--- src/rtl/core/ppas_pkg.sv ---
// ---------------------------------------------------------------------------
// ppas_pkg
// Shared types and codes of the pick-and-place arm sequencer.
// ---------------------------------------------------------------------------
package ppas_pkg;

  localparam int TIME_BITS = 16;
  localparam int LIMIT_BITS = 16;
  localparam int SPEED_BITS = 8;
  localparam int CMP_BITS = (TIME_BITS > LIMIT_BITS) ? TIME_BITS : LIMIT_BITS;

  // request function
  localparam logic FUNC_TICK  = 1'b0;
  localparam logic FUNC_START = 1'b1;

  // motor commands
  localparam logic [1:0] CMD_STOP = 2'd0;
  localparam logic [1:0] CMD_FWD  = 2'd1;
  localparam logic [1:0] CMD_BWD  = 2'd2;

  // job actions
  localparam logic [1:0] KIND_NONE  = 2'd0;
  localparam logic [1:0] KIND_PICK  = 2'd1;
  localparam logic [1:0] KIND_PLACE = 2'd2;

  // turn sides
  localparam logic [1:0] SIDE_FRONT = 2'd0;
  localparam logic [1:0] SIDE_LEFT  = 2'd1;
  localparam logic [1:0] SIDE_RIGHT = 2'd2;

  // event codes
  localparam logic [2:0] EV_NONE       = 3'd0;
  localparam logic [2:0] EV_STARTED    = 3'd1;
  localparam logic [2:0] EV_TURN_DONE  = 3'd2;
  localparam logic [2:0] EV_LOWER_DONE = 3'd3;
  localparam logic [2:0] EV_CLAW_DONE  = 3'd4;
  localparam logic [2:0] EV_RAISE_DONE = 3'd5;
  localparam logic [2:0] EV_BACK_DONE  = 3'd6;
  localparam logic [2:0] EV_JOB_DONE   = 3'd7;

  // configuration register indexes
  localparam logic [2:0] REG_TURN_TIME   = 3'd0;
  localparam logic [2:0] REG_LOWER_TIME  = 3'd1;
  localparam logic [2:0] REG_CLOSE_TIME  = 3'd2;
  localparam logic [2:0] REG_OPEN_TIME   = 3'd3;
  localparam logic [2:0] REG_RAISE_TIME  = 3'd4;
  localparam logic [2:0] REG_DRIVE_SPEED = 3'd5;

  localparam logic [LIMIT_BITS-1:0] TIME_RESET  = LIMIT_BITS'(1000);
  localparam logic [SPEED_BITS-1:0] SPEED_RESET = SPEED_BITS'(150);

  typedef struct packed {
    logic [LIMIT_BITS-1:0] turn_time;
    logic [LIMIT_BITS-1:0] lower_time;
    logic [LIMIT_BITS-1:0] close_time;
    logic [LIMIT_BITS-1:0] open_time;
    logic [LIMIT_BITS-1:0] raise_time;
    logic [SPEED_BITS-1:0] drive_speed;
  } ppas_cfg_t;

  typedef struct packed {
    logic                  func;
    logic [1:0]            action_kind;
    logic [1:0]            turn_side;
  } ppas_req_t;

  typedef struct packed {
    logic [1:0]            base_cmd;
    logic [1:0]            arm_cmd;
    logic [1:0]            claw_cmd;
    logic [SPEED_BITS-1:0] speed_out;
    logic [2:0]            event_code;
    logic                  busy_res;
  } ppas_res_t;

endpackage

--- src/rtl/core/ppas_if.sv ---
// ---------------------------------------------------------------------------
// ppas_if
// Request, result and configuration channels of the arm sequencer.
// ---------------------------------------------------------------------------
interface ppas_req_if;
  logic       valid;
  logic       ready;
  logic       func;
  logic [1:0] action_kind;
  logic [1:0] turn_side;

  modport source (output valid, func, action_kind, turn_side, input ready);
  modport sink   (input valid, func, action_kind, turn_side, output ready);
endinterface

interface ppas_res_if;
  logic       valid;
  logic       ready;
  logic [1:0] base_cmd;
  logic [1:0] arm_cmd;
  logic [1:0] claw_cmd;
  logic [7:0] speed_out;
  logic [2:0] event_code;
  logic       busy_res;

  modport source (output valid, base_cmd, arm_cmd, claw_cmd, speed_out, event_code,
                  busy_res, input ready);
  modport sink   (input valid, base_cmd, arm_cmd, claw_cmd, speed_out, event_code,
                  busy_res, output ready);
endinterface

interface ppas_cfg_if;
  logic        valid;
  logic        ready;
  logic [2:0]  addr;
  logic [15:0] data;

  modport source (output valid, addr, data, input ready);
  modport sink   (input valid, addr, data, output ready);
endinterface

--- src/rtl/core/ppas_cfg_regs.sv ---
// ---------------------------------------------------------------------------
// ppas_cfg_regs
// Phase time limits and drive speed, written through the config channel.
// ---------------------------------------------------------------------------
module ppas_cfg_regs
  import ppas_pkg::*;
(
  input  logic      clk,
  input  logic      rst,
  ppas_cfg_if.sink  cfg,
  output ppas_cfg_t regs
);

  ppas_cfg_t cfg_q;

  assign cfg.ready = 1'b1;
  assign regs = cfg_q;

  always_ff @(posedge clk) begin
    if (rst) begin
      cfg_q.turn_time   <= TIME_RESET;
      cfg_q.lower_time  <= TIME_RESET;
      cfg_q.close_time  <= TIME_RESET;
      cfg_q.open_time   <= TIME_RESET;
      cfg_q.raise_time  <= TIME_RESET;
      cfg_q.drive_speed <= SPEED_RESET;
    end else if (cfg.valid) begin
      case (cfg.addr)
        REG_TURN_TIME:   cfg_q.turn_time   <= cfg.data[LIMIT_BITS-1:0];
        REG_LOWER_TIME:  cfg_q.lower_time  <= cfg.data[LIMIT_BITS-1:0];
        REG_CLOSE_TIME:  cfg_q.close_time  <= cfg.data[LIMIT_BITS-1:0];
        REG_OPEN_TIME:   cfg_q.open_time   <= cfg.data[LIMIT_BITS-1:0];
        REG_RAISE_TIME:  cfg_q.raise_time  <= cfg.data[LIMIT_BITS-1:0];
        REG_DRIVE_SPEED: cfg_q.drive_speed <= cfg.data[SPEED_BITS-1:0];
        default: ;
      endcase
    end
  end

endmodule

--- src/rtl/core/ppas_step.sv ---
// ---------------------------------------------------------------------------
// ppas_step
// Phase sequencer state and the per-request update and result logic.
// ---------------------------------------------------------------------------
module ppas_step
  import ppas_pkg::*;
(
  input  logic      clk,
  input  logic      rst,
  input  logic      go,
  input  ppas_req_t req,
  input  ppas_cfg_t regs,
  output ppas_res_t res
);

  typedef enum logic [2:0] {
    PH_IDLE      = 3'd0,
    PH_TURN      = 3'd1,
    PH_LOWER     = 3'd2,
    PH_CLAW      = 3'd3,
    PH_RAISE     = 3'd4,
    PH_TURN_BACK = 3'd5,
    PH_DONE      = 3'd6
  } phase_t;

  phase_t               phase, phase_next;
  logic [TIME_BITS-1:0] elapsed, elapsed_next, elapsed_inc;
  logic [1:0]           job_kind, job_kind_next;
  logic [1:0]           job_side, job_side_next;
  logic [1:0]           base_state, base_state_next;
  logic [1:0]           arm_state, arm_state_next;
  logic [1:0]           claw_state, claw_state_next;
  logic [2:0]           ev;
  logic [CMP_BITS-1:0]  el_cmp;

  assign elapsed_inc = (elapsed == {TIME_BITS{1'b1}}) ? elapsed : elapsed + 1'b1;
  assign el_cmp = CMP_BITS'(elapsed_inc);

  always_comb begin
    phase_next      = phase;
    elapsed_next    = elapsed;
    job_kind_next   = job_kind;
    job_side_next   = job_side;
    base_state_next = base_state;
    arm_state_next  = arm_state;
    claw_state_next = claw_state;
    ev              = EV_NONE;

    if (req.func == FUNC_START) begin
      job_kind_next   = req.action_kind;
      job_side_next   = req.turn_side;
      phase_next      = PH_TURN;
      elapsed_next    = '0;
      base_state_next = CMD_STOP;
      arm_state_next  = CMD_STOP;
      claw_state_next = CMD_STOP;
      ev              = EV_STARTED;
    end else begin
      case (phase)
        PH_IDLE: ;
        PH_TURN: begin
          elapsed_next = elapsed_inc;
          if (el_cmp > CMP_BITS'(regs.turn_time) || job_side == SIDE_FRONT) begin
            base_state_next = CMD_STOP;
            elapsed_next    = '0;
            ev              = EV_TURN_DONE;
            phase_next      = PH_LOWER;
          end else if (job_side == SIDE_LEFT) begin
            base_state_next = CMD_FWD;
          end else if (job_side == SIDE_RIGHT) begin
            base_state_next = CMD_BWD;
          end
        end
        PH_LOWER: begin
          elapsed_next = elapsed_inc;
          if (el_cmp > CMP_BITS'(regs.lower_time)) begin
            arm_state_next = CMD_STOP;
            elapsed_next   = '0;
            ev             = EV_LOWER_DONE;
            phase_next     = PH_CLAW;
          end else if (job_kind != KIND_NONE) begin
            arm_state_next = CMD_FWD;
          end
        end
        PH_CLAW: begin
          elapsed_next = elapsed_inc;
          // no claw action: phase ends on the first tick
          if ((job_kind == KIND_PICK && el_cmp > CMP_BITS'(regs.close_time)) ||
              (job_kind == KIND_PLACE && el_cmp > CMP_BITS'(regs.open_time)) ||
              (job_kind != KIND_PICK && job_kind != KIND_PLACE)) begin
            claw_state_next = CMD_STOP;
            elapsed_next    = '0;
            ev              = EV_CLAW_DONE;
            phase_next      = PH_RAISE;
          end else if (job_kind == KIND_PICK) begin
            claw_state_next = CMD_BWD;
          end else begin
            claw_state_next = CMD_FWD;
          end
        end
        PH_RAISE: begin
          elapsed_next = elapsed_inc;
          if (el_cmp > CMP_BITS'(regs.raise_time)) begin
            arm_state_next = CMD_STOP;
            elapsed_next   = '0;
            ev             = EV_RAISE_DONE;
            phase_next     = PH_TURN_BACK;
          end else if (job_kind != KIND_NONE) begin
            arm_state_next = CMD_BWD;
          end
        end
        PH_TURN_BACK: begin
          elapsed_next = elapsed_inc;
          if (el_cmp > CMP_BITS'(regs.turn_time) || job_side == SIDE_FRONT) begin
            base_state_next = CMD_STOP;
            elapsed_next    = '0;
            ev              = EV_BACK_DONE;
            phase_next      = PH_DONE;
          end else if (job_side == SIDE_LEFT) begin
            base_state_next = CMD_BWD;
          end else if (job_side == SIDE_RIGHT) begin
            base_state_next = CMD_FWD;
          end
        end
        PH_DONE: begin
          ev              = EV_JOB_DONE;
          job_kind_next   = KIND_NONE;
          phase_next      = PH_IDLE;
          elapsed_next    = '0;
          base_state_next = CMD_STOP;
          arm_state_next  = CMD_STOP;
          claw_state_next = CMD_STOP;
        end
        default: begin
          phase_next      = PH_IDLE;
          elapsed_next    = '0;
          base_state_next = CMD_STOP;
          arm_state_next  = CMD_STOP;
          claw_state_next = CMD_STOP;
        end
      endcase
    end
  end

  always_comb begin
    res.base_cmd   = base_state_next;
    res.arm_cmd    = arm_state_next;
    res.claw_cmd   = claw_state_next;
    res.speed_out  = ((base_state_next | arm_state_next | claw_state_next) != CMD_STOP) ?
                     regs.drive_speed : '0;
    res.event_code = ev;
    res.busy_res   = (phase_next != PH_IDLE);
  end

  always_ff @(posedge clk) begin
    if (rst) begin
      phase      <= PH_IDLE;
      elapsed    <= '0;
      job_kind   <= KIND_NONE;
      job_side   <= SIDE_FRONT;
      base_state <= CMD_STOP;
      arm_state  <= CMD_STOP;
      claw_state <= CMD_STOP;
    end else if (go) begin
      phase      <= phase_next;
      elapsed    <= elapsed_next;
      job_kind   <= job_kind_next;
      job_side   <= job_side_next;
      base_state <= base_state_next;
      arm_state  <= arm_state_next;
      claw_state <= claw_state_next;
    end
  end

endmodule

--- src/rtl/core/pick_place_arm_sequencer.sv ---
// A result is registered: each request passes the input register, then the
// result register, and waits in the input register while results are held.
// Throughput: one request per cycle while results are taken; the phase update
// and limit compare fit between the two registers.
// Reset (rst, synchronous): sequencer idle, motors stopped, limits 1000,
// drive speed 150, both pipeline registers empty.
// ---------------------------------------------------------------------------
// pick_place_arm_sequencer
// Timed five-phase pick-and-place sequencer for base, arm and claw motors.
// ---------------------------------------------------------------------------
module pick_place_arm_sequencer
  import ppas_pkg::*;
(
  input logic       clk,
  input logic       rst,
  ppas_req_if.sink  item,
  ppas_res_if.source result,
  ppas_cfg_if.sink  cfg
);

  ppas_cfg_t regs;
  ppas_req_t req_q;
  ppas_res_t res_comb, res_q;
  logic      req_valid;
  logic      res_valid;
  logic      advance;

  // request moves to the result register when that register is free or drains
  assign advance    = req_valid && (!res_valid || result.ready);
  assign item.ready = !req_valid || advance;

  ppas_cfg_regs u_cfg (
    .clk  (clk),
    .rst  (rst),
    .cfg  (cfg),
    .regs (regs)
  );

  ppas_step u_step (
    .clk  (clk),
    .rst  (rst),
    .go   (advance),
    .req  (req_q),
    .regs (regs),
    .res  (res_comb)
  );

  always_ff @(posedge clk) begin
    if (rst) begin
      req_valid <= 1'b0;
      res_valid <= 1'b0;
    end else begin
      if (item.ready) begin
        req_valid <= item.valid;
      end
      if (advance) begin
        res_valid <= 1'b1;
      end else if (result.ready) begin
        res_valid <= 1'b0;
      end
    end
  end

  always_ff @(posedge clk) begin
    if (item.valid && item.ready) begin
      req_q.func        <= item.func;
      req_q.action_kind <= item.action_kind;
      req_q.turn_side   <= item.turn_side;
    end
    if (advance) begin
      res_q <= res_comb;
    end
  end

  assign result.valid      = res_valid;
  assign result.base_cmd   = res_q.base_cmd;
  assign result.arm_cmd    = res_q.arm_cmd;
  assign result.claw_cmd   = res_q.claw_cmd;
  assign result.speed_out  = res_q.speed_out;
  assign result.event_code = res_q.event_code;
  assign result.busy_res   = res_q.busy_res;

endmodule

--- src/flat_wrapper.sv ---
// flat-port wrapper written by rule: the top's interface ports become plain ports
module pick_place_arm_sequencer_flat import ppas_pkg::*;
  (clk, rst, item_valid, item_func, item_action_kind, item_turn_side, item_ready, result_valid, result_base_cmd, result_arm_cmd, result_claw_cmd, result_speed_out, result_event_code, result_busy_res, result_ready, cfg_valid, cfg_addr, cfg_data, cfg_ready);
  ppas_req_if item_i ();
  ppas_res_if result_i ();
  ppas_cfg_if cfg_i ();
  input logic clk;
  input logic rst;
  input wire logic [$bits(item_i.valid)-1:0] item_valid;
  input wire logic [$bits(item_i.func)-1:0] item_func;
  input wire logic [$bits(item_i.action_kind)-1:0] item_action_kind;
  input wire logic [$bits(item_i.turn_side)-1:0] item_turn_side;
  output wire logic [$bits(item_i.ready)-1:0] item_ready;
  output wire logic [$bits(result_i.valid)-1:0] result_valid;
  output wire logic [$bits(result_i.base_cmd)-1:0] result_base_cmd;
  output wire logic [$bits(result_i.arm_cmd)-1:0] result_arm_cmd;
  output wire logic [$bits(result_i.claw_cmd)-1:0] result_claw_cmd;
  output wire logic [$bits(result_i.speed_out)-1:0] result_speed_out;
  output wire logic [$bits(result_i.event_code)-1:0] result_event_code;
  output wire logic [$bits(result_i.busy_res)-1:0] result_busy_res;
  input wire logic [$bits(result_i.ready)-1:0] result_ready;
  input wire logic [$bits(cfg_i.valid)-1:0] cfg_valid;
  input wire logic [$bits(cfg_i.addr)-1:0] cfg_addr;
  input wire logic [$bits(cfg_i.data)-1:0] cfg_data;
  output wire logic [$bits(cfg_i.ready)-1:0] cfg_ready;
  assign item_i.valid = item_valid;
  assign item_i.func = item_func;
  assign item_i.action_kind = item_action_kind;
  assign item_i.turn_side = item_turn_side;
  assign item_ready = item_i.ready;
  assign result_valid = result_i.valid;
  assign result_base_cmd = result_i.base_cmd;
  assign result_arm_cmd = result_i.arm_cmd;
  assign result_claw_cmd = result_i.claw_cmd;
  assign result_speed_out = result_i.speed_out;
  assign result_event_code = result_i.event_code;
  assign result_busy_res = result_i.busy_res;
  assign result_i.ready = result_ready;
  assign cfg_i.valid = cfg_valid;
  assign cfg_i.addr = cfg_addr;
  assign cfg_i.data = cfg_data;
  assign cfg_ready = cfg_i.ready;
  pick_place_arm_sequencer u_core (.clk(clk), .rst(rst), .item(item_i), .result(result_i), .cfg(cfg_i));
endmodule
--- config.mk ---
export PLATFORM = sky130hd
export DESIGN_NAME = pick_place_arm_sequencer_flat
export DESIGN_NICKNAME = d
export VERILOG_FILES = /design/src/rtl/core/ppas_pkg.sv /design/src/rtl/core/ppas_if.sv /design/src/rtl/core/ppas_cfg_regs.sv /design/src/rtl/core/ppas_step.sv /design/src/rtl/core/pick_place_arm_sequencer.sv /design/src/flat_wrapper.sv
export SDC_FILE = /design/constraint.sdc
export NUM_CORES = 1
export LEC_CHECK = 0
export ABC_AREA = 1
export ABC_CLOCK_PERIOD_IN_PS = 3000
export BUFFER_PORTS_ARGS = -buffer_cell sky130_fd_sc_hd__buf_2
export CAP_MARGIN = 0
export CORE_MARGIN = 2
export CORE_UTILIZATION = 50
export DETAILED_ROUTE_END_ITERATION = 8
export GPL_TIMING_DRIVEN = 0
export PLACE_DENSITY = 0.82
export REMOVE_ABC_BUFFERS = 1
export SKIP_LAST_GASP = 1
export SLEW_MARGIN = 10
export SYNTH_ARGS = -nofsm -noshare
export SYNTH_HDL_FRONTEND = slang
export SYNTH_SLANG_ARGS = --single-unit
--- constraint.sdc ---
create_clock -name clk -period 3 [get_ports clk]
set_input_delay 0.6 -clock clk [delete_from_list [all_inputs] [get_ports clk]]
set_output_delay 0.6 -clock clk [all_outputs]
set_load 0.02 [all_outputs]
* Word-level counts from Yosys, hierarchy flattened
Cells that the tools add are included.
Word-level totals: memory bits (writable) 0, memories 0, input port bits 29, word-level logic and storage cells 126, flip-flop bits (word level) 142, output and inout port bits 21, bits in latches 0, memory bits (read-only) 0
Operators by class: add/subtract/negate cells 1, multiply operators 0, $lt $le $gt $ge 5, muxes and demuxes 42, reductions and logical operators 33, equal/unequal tests 19, shift-type cells 0, bitwise operators 2, div/mod/pow operators 0
Operators by type and width (number):
- $mux W16 | 6
- $gt A16 B16 Y1 | 5
- $pmux W16 S5 | 1
- $mux W2 | 19
- $pmux W3 S6 | 2
- $mux W3 | 9
- $reduce_and A2 Y1 | 9
- $add A16 B1 Y16 const B | 1
- $eq A16 B16 Y1 const B | 1
- $eq A3 B3 Y1 const B | 5
- $eq A3 B2 Y1 const B | 4
- $pmux W2 S3 | 2
- $reduce_bool A2 Y1 | 4
- $reduce_or A4 Y1 | 2
- $eq A3 B1 Y1 const B | 2
- $logic_not A3 Y1 | 2
- $logic_and A1 B1 Y1 | 5
- $logic_or A1 B1 Y1 | 5
- $reduce_or A5 Y1 | 1
- $eq A2 B1 Y1 const B | 2
- $eq A2 B2 Y1 const B | 2
- $ne A2 B1 Y1 const B | 2
- $or A2 B2 Y2 | 2
- $pmux W2 S2 | 1
- 6 further kinds | 8

* Depth between registers and ports, before layout
Gate-level depths: netlist (run 1).
depth after elaboration 11, gate-level depth with buffers 27, gate-level depth less buffers 27

* Hierarchy
From an unflattened synthesis (run 1), not the netlist that was laid out.
Second synthesis, totals: cells, all modules 1231, area total of the unflattened synthesis 8622.0 um^2
By module, submodules not included:
- ppas_step | area an instance 4403.0 um^2, cells each 722, sequential area each 580.6 um^2, times used 1
- ppas_cfg_regs | area an instance 3437.0 um^2, cells each 474, sequential area each 1761.7 um^2, times used 1
- pick_place_arm_sequencer | area an instance 782.0 um^2, cells each 35, sequential area each 730.7 um^2, times used 1

* Worst setup path after synthesis (run 1)
No wires, ideal clock.
kind reg2reg, start point reg u_core.u_step.elapsed[0], end point reg u_core.res_q (netlist bit u_core.result.speed_out[0]) (data pin), period minus slack after synthesis 3.183 ns, stages on the path, launching flop included 24, arrival 2.928 ns, path slack -0.183 ns, path buffers 0, library setup time 0.255 ns, required time 2.745 ns, cell sequence dfxtp_1 -> ha_1 -> nand2_1 -> nor2_8 -> nand4_4 -> nor2_4 -> inv_2 -> nand3_1 -> xor2_1 -> inv_1 -> ha_1 -> nand2_1 -> nor2_1 -> nand2_1 -> nand2_1 -> nand2_1 -> nand2_1 -> nand2_1 -> a21oi_1 -> nand2_1 -> nand2_1 -> nand3_2 -> nor2_8 -> nor2_2
On the way: cells in the longest elaborated chain, start to end 11, elaborated cells on any way between the ends 27, those cells by class add/sub (1); order compare (5); eq/ne (1); mux (12); bitwise (2); reduce/logical (6)
RTL lines:
- start: declaration | RTL line ppas_step.sv:27 | logic [TIME_BITS-1:0] elapsed, elapsed_next, elapsed_inc;
- start signal: assignment | RTL line ppas_step.sv:166 | elapsed <= elapsed_next;
- $add A16 B1 Y16 or $eq A16 B16 Y1 (tied branches) | RTL line ppas_step.sv:36 | assign elapsed_inc = (elapsed == {TIME_BITS{1'b1}}) ? elapsed : elapsed + 1'b1;
- $mux W16 (*) | RTL line ppas_step.sv:36
- $gt A16 B16 Y1, on equally long branches | RTL line ppas_step.sv:88, ppas_step.sv:89
- $logic_and A1 B1 Y1, on equally long branches | RTL line ppas_step.sv:88, ppas_step.sv:89
- $logic_or A1 B1 Y1 | RTL line ppas_step.sv:88 | if ((job_kind == KIND_PICK && el_cmp > CMP_BITS'(regs.close_time)) ||
- $logic_or A1 B1 Y1 | RTL line ppas_step.sv:89 | (job_kind == KIND_PLACE && el_cmp > CMP_BITS'(regs.open_time)) ||
- $mux W2 | RTL line ppas_step.sv:88
- $pmux W2 S2 | RTL line ppas_step.sv:59 | case (phase)
- $mux W2 | RTL line ppas_step.sv:49 | if (req.func == FUNC_START) begin
- $or A2 B2 Y2 (*) | RTL line ppas_step.sv:149 | res.speed_out = ((base_state_next | arm_state_next | claw_state_next) != CMD_STOP) ?
- $reduce_bool A2 Y1 (*) | RTL line ppas_step.sv:149
- end signal: assignment | RTL line pick_place_arm_sequencer.sv:71 | res_q <= res_comb;
- end: declaration | RTL line pick_place_arm_sequencer.sv:23 | ppas_res_t res_comb, res_q;
Mark *: on every way between the ends. The rest lies on a longest branch, timed or not. A chain may end at the register's enable or synchronous reset.

* Worst setup path in the final report (run 1)
start point reg u_core.u_step.elapsed[0], end point reg u_core.res_q (netlist bit u_core.result.speed_out[1]) (data pin)
Same word-level chain as after synthesis.

==> flow_metrics.env, run 1 <==
export IMPL_run_status="finished with violations"
export IMPL_violations="negative setup slack"
export IMPL_syn2layout_area_growth_pct=23.0
export IMPL_grt_usage_pct=23.8
export IMPL_tightest_slew_ns=1.09
export IMPL_grt_pass1_wl_um=31800
export IMPL_async_flop_share_pct=0
export IMPL_routedWlPerCell_um=15.5
export IMPL_drv_slew=0
export IMPL_cts_tree="built"
export IMPL_pwr_density_cell_nw_per_um2=477
export IMPL_fp_dieH_um=131
export IMPL_row_count=46
export IMPL_placed_cell_area_um2=8420
export IMPL_clk_latency_ns=0.44
export IMPL_critPathMaxFanout=8
export IMPL_ys_seq_elements=142
export IMPL_crit_type="reg2reg"
export IMPL_insertedDiodeCount=0
export IMPL_wl_um=20900
export IMPL_root_buffer="clkbuf_16"
export IMPL_cts_buffers=17
export IMPL_hold_viol=0
export IMPL_drtIter0Drc=635
export IMPL_synth_edff_count=23
export IMPL_drc=0
export IMPL_start_util_pct=50.9
export IMPL_fin_ws_ns=-0.445
export IMPL_holdPathEnd="u_core.req_q[1]"
export IMPL_yosysUniqueCellTypes=44
export IMPL_final_antenna_net_count=0
export IMPL_hold_depth=1
export IMPL_yosysTopAreaCell="dfxtp_1"
export IMPL_required_ns=3.20
export IMPL_setup_viol=40
export IMPL_fin_cells=1348
export IMPL_vdd_ir_drop_max_mv=0.459
export IMPL_grt_pass1_vias=6708
export IMPL_clk_pin_slew_ns=0.07
export IMPL_max_clock_path_buffers=2
export IMPL_syn_cell_area_um2=8030
export IMPL_vias=7249
export IMPL_cts_max_level=4
export IMPL_yosys_most_used_dff="dfxtp_1"
export IMPL_r2r_cells=23
export IMPL_antenna_found_initial=0
export IMPL_gp_congestion=0.891
export IMPL_first_pass_iters=6
export IMPL_syn_inst=1040
export IMPL_arrival_ns=3.64
export IMPL_cts_num_sinks=142
export IMPL_core_area_um2=15800
export IMPL_rsz0062_at_grt="true"
export IMPL_fin_area_um2=9880
export IMPL_max_freq_mhz=290
export IMPL_cap_violations=0
export IMPL_r2r_setup_slack_ns=-0.44
export IMPL_fp_dieW_um=131
export IMPL_syn_area_per_cell_um2=7.72
export IMPL_dieArea_um2=17100
export IMPL_place_detailed_hpwl_um=12800
export IMPL_crit_path_end_kind="flip-flop"
export IMPL_r2r_start="u_core.u_step.elapsed[0]"
export IMPL_yosysSeqAreaShare_pct=38.3
export IMPL_synth_top_area_share_pct=29.7
export IMPL_ys_top_cells_by_area="dfxtp_1, ha_1, nand2_1, edfxtp_1, inv_1"
export IMPL_p_leak_nw=4.56
export IMPL_ios=50
export IMPL_drive_above_1_share_pct=24.8
export IMPL_fin_hold_ws_ns=0.336
export IMPL_ys_warnings_count=0
export IMPL_slew_headroom_pct=27.2
export IMPL_n_fill_cell=1247
export IMPL_cts_hold_buffers=0
export IMPL_period_share_pct=115
export IMPL_fin_nets=1232
export IMPL_drt_vias_per_instance=5.38
export IMPL_final_min_clock_period_ns=3.44
export IMPL_fin_worst_skew_ns=0.0111
export IMPL_portBuffers=48
export IMPL_rr_endpoint="u_core.result.speed_out[1]"
export IMPL_dp_cells=1276
export IMPL_setup_tns_final_ns=-12.78
export IMPL_min_path_type="in2reg"
export IMPL_start_kind="flip-flop"
export IMPL_hp_start="item_turn_side[1]"
export IMPL_grt_max_degree=93
export IMPL_overflow=0
## repair_timing
item | CTS | global route
resized for setup | 73 | 49
setup buffers | 24 | 15
cloned | 0 | 1
pin swaps | 22 | 32
setup endpoints to repair | 43 | 43
## sequential cells by signal, indices dropped and copies added (netlist names), 3 cells and up
signal	flops
u_core.result.event_code	3
u_core.u_cfg.regs	88
u_core.req_q	5
u_core.u_step.elapsed	16
u_core.result.speed_out	8
u_core.u_step.phase	3
## cells in the final DEF (no fill, tap or decap), drive strengths merged, types with 2 or more instances in the layout
master / instances
clkbuf: 19
o211ai: 31
nand3: 26
xor2: 8
o21ai: 83
nand4: 11
o21a: 3
a21oi: 129
buf: 87
xnor2: 2
inv: 182
o31ai: 2
nand3b: 2
clkinv: 6
dfxtp: 119
edfxtp: 23
nor3: 10
ha: 84
nor2: 83
a31oi: 3
nand2: 205
o21bai: 4
bufinv: 3
## metrics by stage
step | util, % | setup WS (ns) | total power, mW
4_1_cts | 60.2 | -0.359 | 4.68
3_5_place_dp | 53.4 | -0.931 | 2.47
6_report | 62.6 | -0.445 | 4.71
3_3_place_gp | 53.4 | -0.871 | 2.46
2_1_floorplan | - | -0.183 | 2.34
5_1_grt | 62.6 | -0.615 | 4.85
## metal layers
layer  track usage [%]  routed length, um  up-vias
met4              12.2                970        0
met3              4.32               1100       72
met5                 0                  0        -
met1              29.7               8700     3340
li1                  -                  -     3575
met2              39.6              10200      262
## power breakdown
group / switching, mW / total [mW] / leakage (nW) / internal (mW)
logic: 0.311 / 0.461 / 3.06 / 0.150
clock network: 0.894 / 2.22 / 0.297 / 1.32
registers: 0.0285 / 2.03 / 1.20 / 2.01
## worst max-delay path, stage by stage, from the launching register on
cell and delay, ns:
dfxtp_4 0.36, ha_4 0.17, nand2_4 0.09, nor2_8 0.04, nand4_4 0.07, nor2_4 0.06
buf_6 0.13, nor4_4 0.27, xnor2_2 0.18, inv_2 0.15, ha_4 0.29, nand2_2 0.04
inv_2 0.07, nand3_4 0.07, nor3_4 0.17, nand2_1 0.11, nand2_2 0.10, nand2_4 0.07
a21oi_2 0.15, nand2_1 0.10, nand2_2 0.12, nand3_4 0.10, nor2_8 0.22, nor2_2 0.05
## synthesized netlist by cell type (13+ instances only)
library cell    n
o21ai_0        80
inv_1         163
dfxtp_1       119
ha_1           84
inv_2          15
edfxtp_1       23
nand2_2        13
o211ai_1       31
nand2_1       192
clkbuf_1       24
nor2_1         67
nand3_1        23
a21oi_1       117
## how the worst max path moves through the flow
stage,slack (ns),cells past startpoint,end,startpoint
detailed placement,-0.93,23,u_core.u_step.elapsed[10],u_core.u_step.elapsed[0]
floorplan,-0.18,23,u_core.result.speed_out[0],u_core.u_step.elapsed[0]
CTS,-0.36,23,u_core.result.speed_out[7],u_core.u_step.elapsed[1]
global placement,-0.87,23,u_core.u_step.elapsed[10],u_core.u_step.elapsed[0]
finish,-0.44,23,u_core.result.speed_out[1],u_core.u_step.elapsed[0]
global route,-0.61,22,u_core.result.speed_out[5],u_core.u_step.elapsed[15]
## final cells by class
cell class | instances | area (um^2) | share of cell area (%)
clock buffer | 18 | 429 | 4.34
tap | 216 | 270 | 2.74
sequential | 142 | 3100 | 31.4
multi-input combinational | 692 | 4630 | 46.9
timing repair buffer | 88 | 593 | 6.00
clock inverter | 14 | 184 | 1.86
inverter | 178 | 676 | 6.84
## logic make-up after synthesis
kind of cell    Yosys count  share of synthesized area (%)
compound gates          259                           18.2
xor+xnor                 10                           1.09
fa+ha+maj                84                           13.1
buf+inv                 206                           9.89
flops                   142                           38.3
other cells               1                         0.0467
simple gates            338                           19.4
(Power assumes the default switching activity.)
==> run 2, diff against run 1 <==
CELL_PAD_IN_SITES_DETAIL_PLACEMENT = 0   (was not set)
CELL_PAD_IN_SITES_GLOBAL_PLACEMENT = 1   (was not set)
CORE_UTILIZATION = 41   (was 50)
PLACE_DENSITY = 0.88   (was 0.82)
==> run 2 against run 1 <==
Net effect:
- the flow still finishes with violations (negative setup slack)
- global-route usage fell by 3.4 points
- flip-flop and latch count did not move
- clock power barely moved
- die area rose by 21%
- register-to-register slack got worse by 0.03 ns
- cell count rose by 4.7%
- cell area rose by 4.2%
- setup slack got worse by 0.028 ns
- clock-buffer cell count rose by 1
- total power barely moved
- core utilization fell by 9.4 points
==> flow_metrics.env, run 2 (synthesis gave the netlist of run 1 again) <==
export IMPL_run_status="finished with violations"
export IMPL_violations="negative setup slack"
export IMPL_r2r_setup_slack_ns=-0.47
export IMPL_grt_usage_pct=20.4
export IMPL_critPathMaxFanout=8
export IMPL_max_freq_mhz=288
export IMPL_final_min_clock_period_ns=3.47
export IMPL_required_ns=3.17
export IMPL_fin_ws_ns=-0.473
export IMPL_setup_tns_final_ns=-12.53
export IMPL_vias=6955
export IMPL_clk_pin_slew_ns=0.06
export IMPL_fin_area_um2=10300
export IMPL_setup_viol=43
export IMPL_cts_max_level=4
export IMPL_fin_cells=1412
export IMPL_gp_congestion=0.863
export IMPL_portBuffers=48
export IMPL_fp_dieW_um=144
export IMPL_grt_pass1_wl_um=32800
export IMPL_ios=50
export IMPL_wl_um=20800
export IMPL_cts_buffers=17
export IMPL_dieArea_um2=20700
export IMPL_arrival_ns=3.65
export IMPL_grt_pass1_vias=6530
export IMPL_power_mw=4.71
export IMPL_drive_above_1_share_pct=28.8
export IMPL_cts_hold_buffers=0
export IMPL_cts_num_sinks=142
export IMPL_fin_worst_skew_ns=0.0119
export IMPL_fin_nets=1247
export IMPL_syn2layout_area_growth_pct=28.2
export IMPL_cap_violations=0
export IMPL_start_kind="flip-flop"
export IMPL_tightest_slew_ns=1.20
export IMPL_routedWlPerCell_um=14.7
export IMPL_final_antenna_net_count=0
export IMPL_first_pass_iters=5
export IMPL_insertedDiodeCount=0
export IMPL_overflow=0
export IMPL_dp_cells=1326
export IMPL_antenna_found_initial=0
export IMPL_p_leak_nw=4.76
export IMPL_place_detailed_hpwl_um=13600
export IMPL_drv_slew=0
export IMPL_core_area_um2=19300
export IMPL_start_util_pct=41.5
export IMPL_crit_type="reg2reg"
export IMPL_max_clock_path_buffers=2
export IMPL_rsz0062_at_grt="true"
export IMPL_pwr_density_cell_nw_per_um2=458
export IMPL_drtIter0Drc=390
export IMPL_min_path_type="in2reg"
export IMPL_final_util_pct=53.2
export IMPL_placed_cell_area_um2=8510
export IMPL_drc=0
export IMPL_crit_path_end_kind="flip-flop"
export IMPL_drt_vias_per_instance=4.93
export IMPL_clk_latency_ns=0.43
export IMPL_grt_max_degree=77
export IMPL_layout_commonest_cell="inv_1"
export IMPL_layout_common_cells="inv_1, nand2_1, a21oi_1"
export IMPL_cts_tree="built"
export IMPL_root_buffer="clkbuf_16"
export IMPL_fp_dieH_um=144
export IMPL_row_count=51
export IMPL_largest_reg_flops=88
export IMPL_period_share_pct=116
export IMPL_slew_headroom_pct=19.6
export IMPL_vdd_ir_drop_max_mv=0.387
export IMPL_hold_viol=0
-- run 2: layout make-up --
class / instances / area [um^2]
well taps: 265 / 332
inverters: 178 / 688
repair buffers: 103 / 727
multi-input cells: 692 / 4840
fillers: 1781 / 9040
clock inverters: 13 / 171
flip-flops and latches: 142 / 3100
clock buffers: 19 / 433
-- run 2: routing by layer --
layer | GRT usage [%] | wire [um]
met5 | 0 | 0
met1 | 26.8 | 9820
met3 | 3.73 | 762
met2 | 33.8 | 9680
met4 | 6.76 | 538
-- run 2: what timing repair did --
| action | CTS | global route |
|---|---|---|
| cloned | 1 | 0 |
| resized for setup | 118 | 73 |
| buffers inserted | 36 | 19 |
| setup endpoints to repair | 43 | 43 |
| pin swaps | 36 | 56 |
-- run 2: worst max-delay path: stages, from the launching register on --
cell,delay (ns)
dfxtp_4,0.37
ha_4,0.15
nand2_4,0.06
nor2_8,0.12
nand4_4,0.10
nor2_4,0.14
inv_4,0.06
nand4_1,0.13
xor2_2,0.30
clkinv_4,0.20
ha_4,0.32
nand2_2,0.04
nor2_2,0.10
nand2_1,0.06
nand2_1,0.06
nand2_1,0.07
nand2_2,0.10
nand2_4,0.08
a21oi_4,0.20
nand2_2,0.10
nand2_4,0.09
nand3_4,0.09
nor2_8,0.22
nor2_2,0.06
-- run 2: final timing paths --
check	from	endpoint	cells after the start
min	item_func	u_core.req_q[4]	1
max reg2reg	u_core.u_step.elapsed[0]	u_core.result.speed_out[7]	23
min reg2reg	u_core.u_cfg.regs[70]	u_core.u_cfg.regs[70]	2
max	u_core.u_step.elapsed[0]	u_core.result.speed_out[7]	23
-- run 2: metrics by stage --
step | setup slack [ns] | hold slack, ns
floorplan | -0.183 | 0.435
global route | -0.636 | 0.334
detailed placement | -0.965 | 0.450
finish | -0.473 | 0.347
global placement | -0.972 | 0.445
CTS | -0.354 | 0.339
-- run 2: report_power, final --
group	switching, mW	total, mW	internal (mW)
registers	0.0274	2.03	2.01
clock network	0.825	2.20	1.38
logic	0.316	0.475	0.159
total	1.17	4.71	3.54
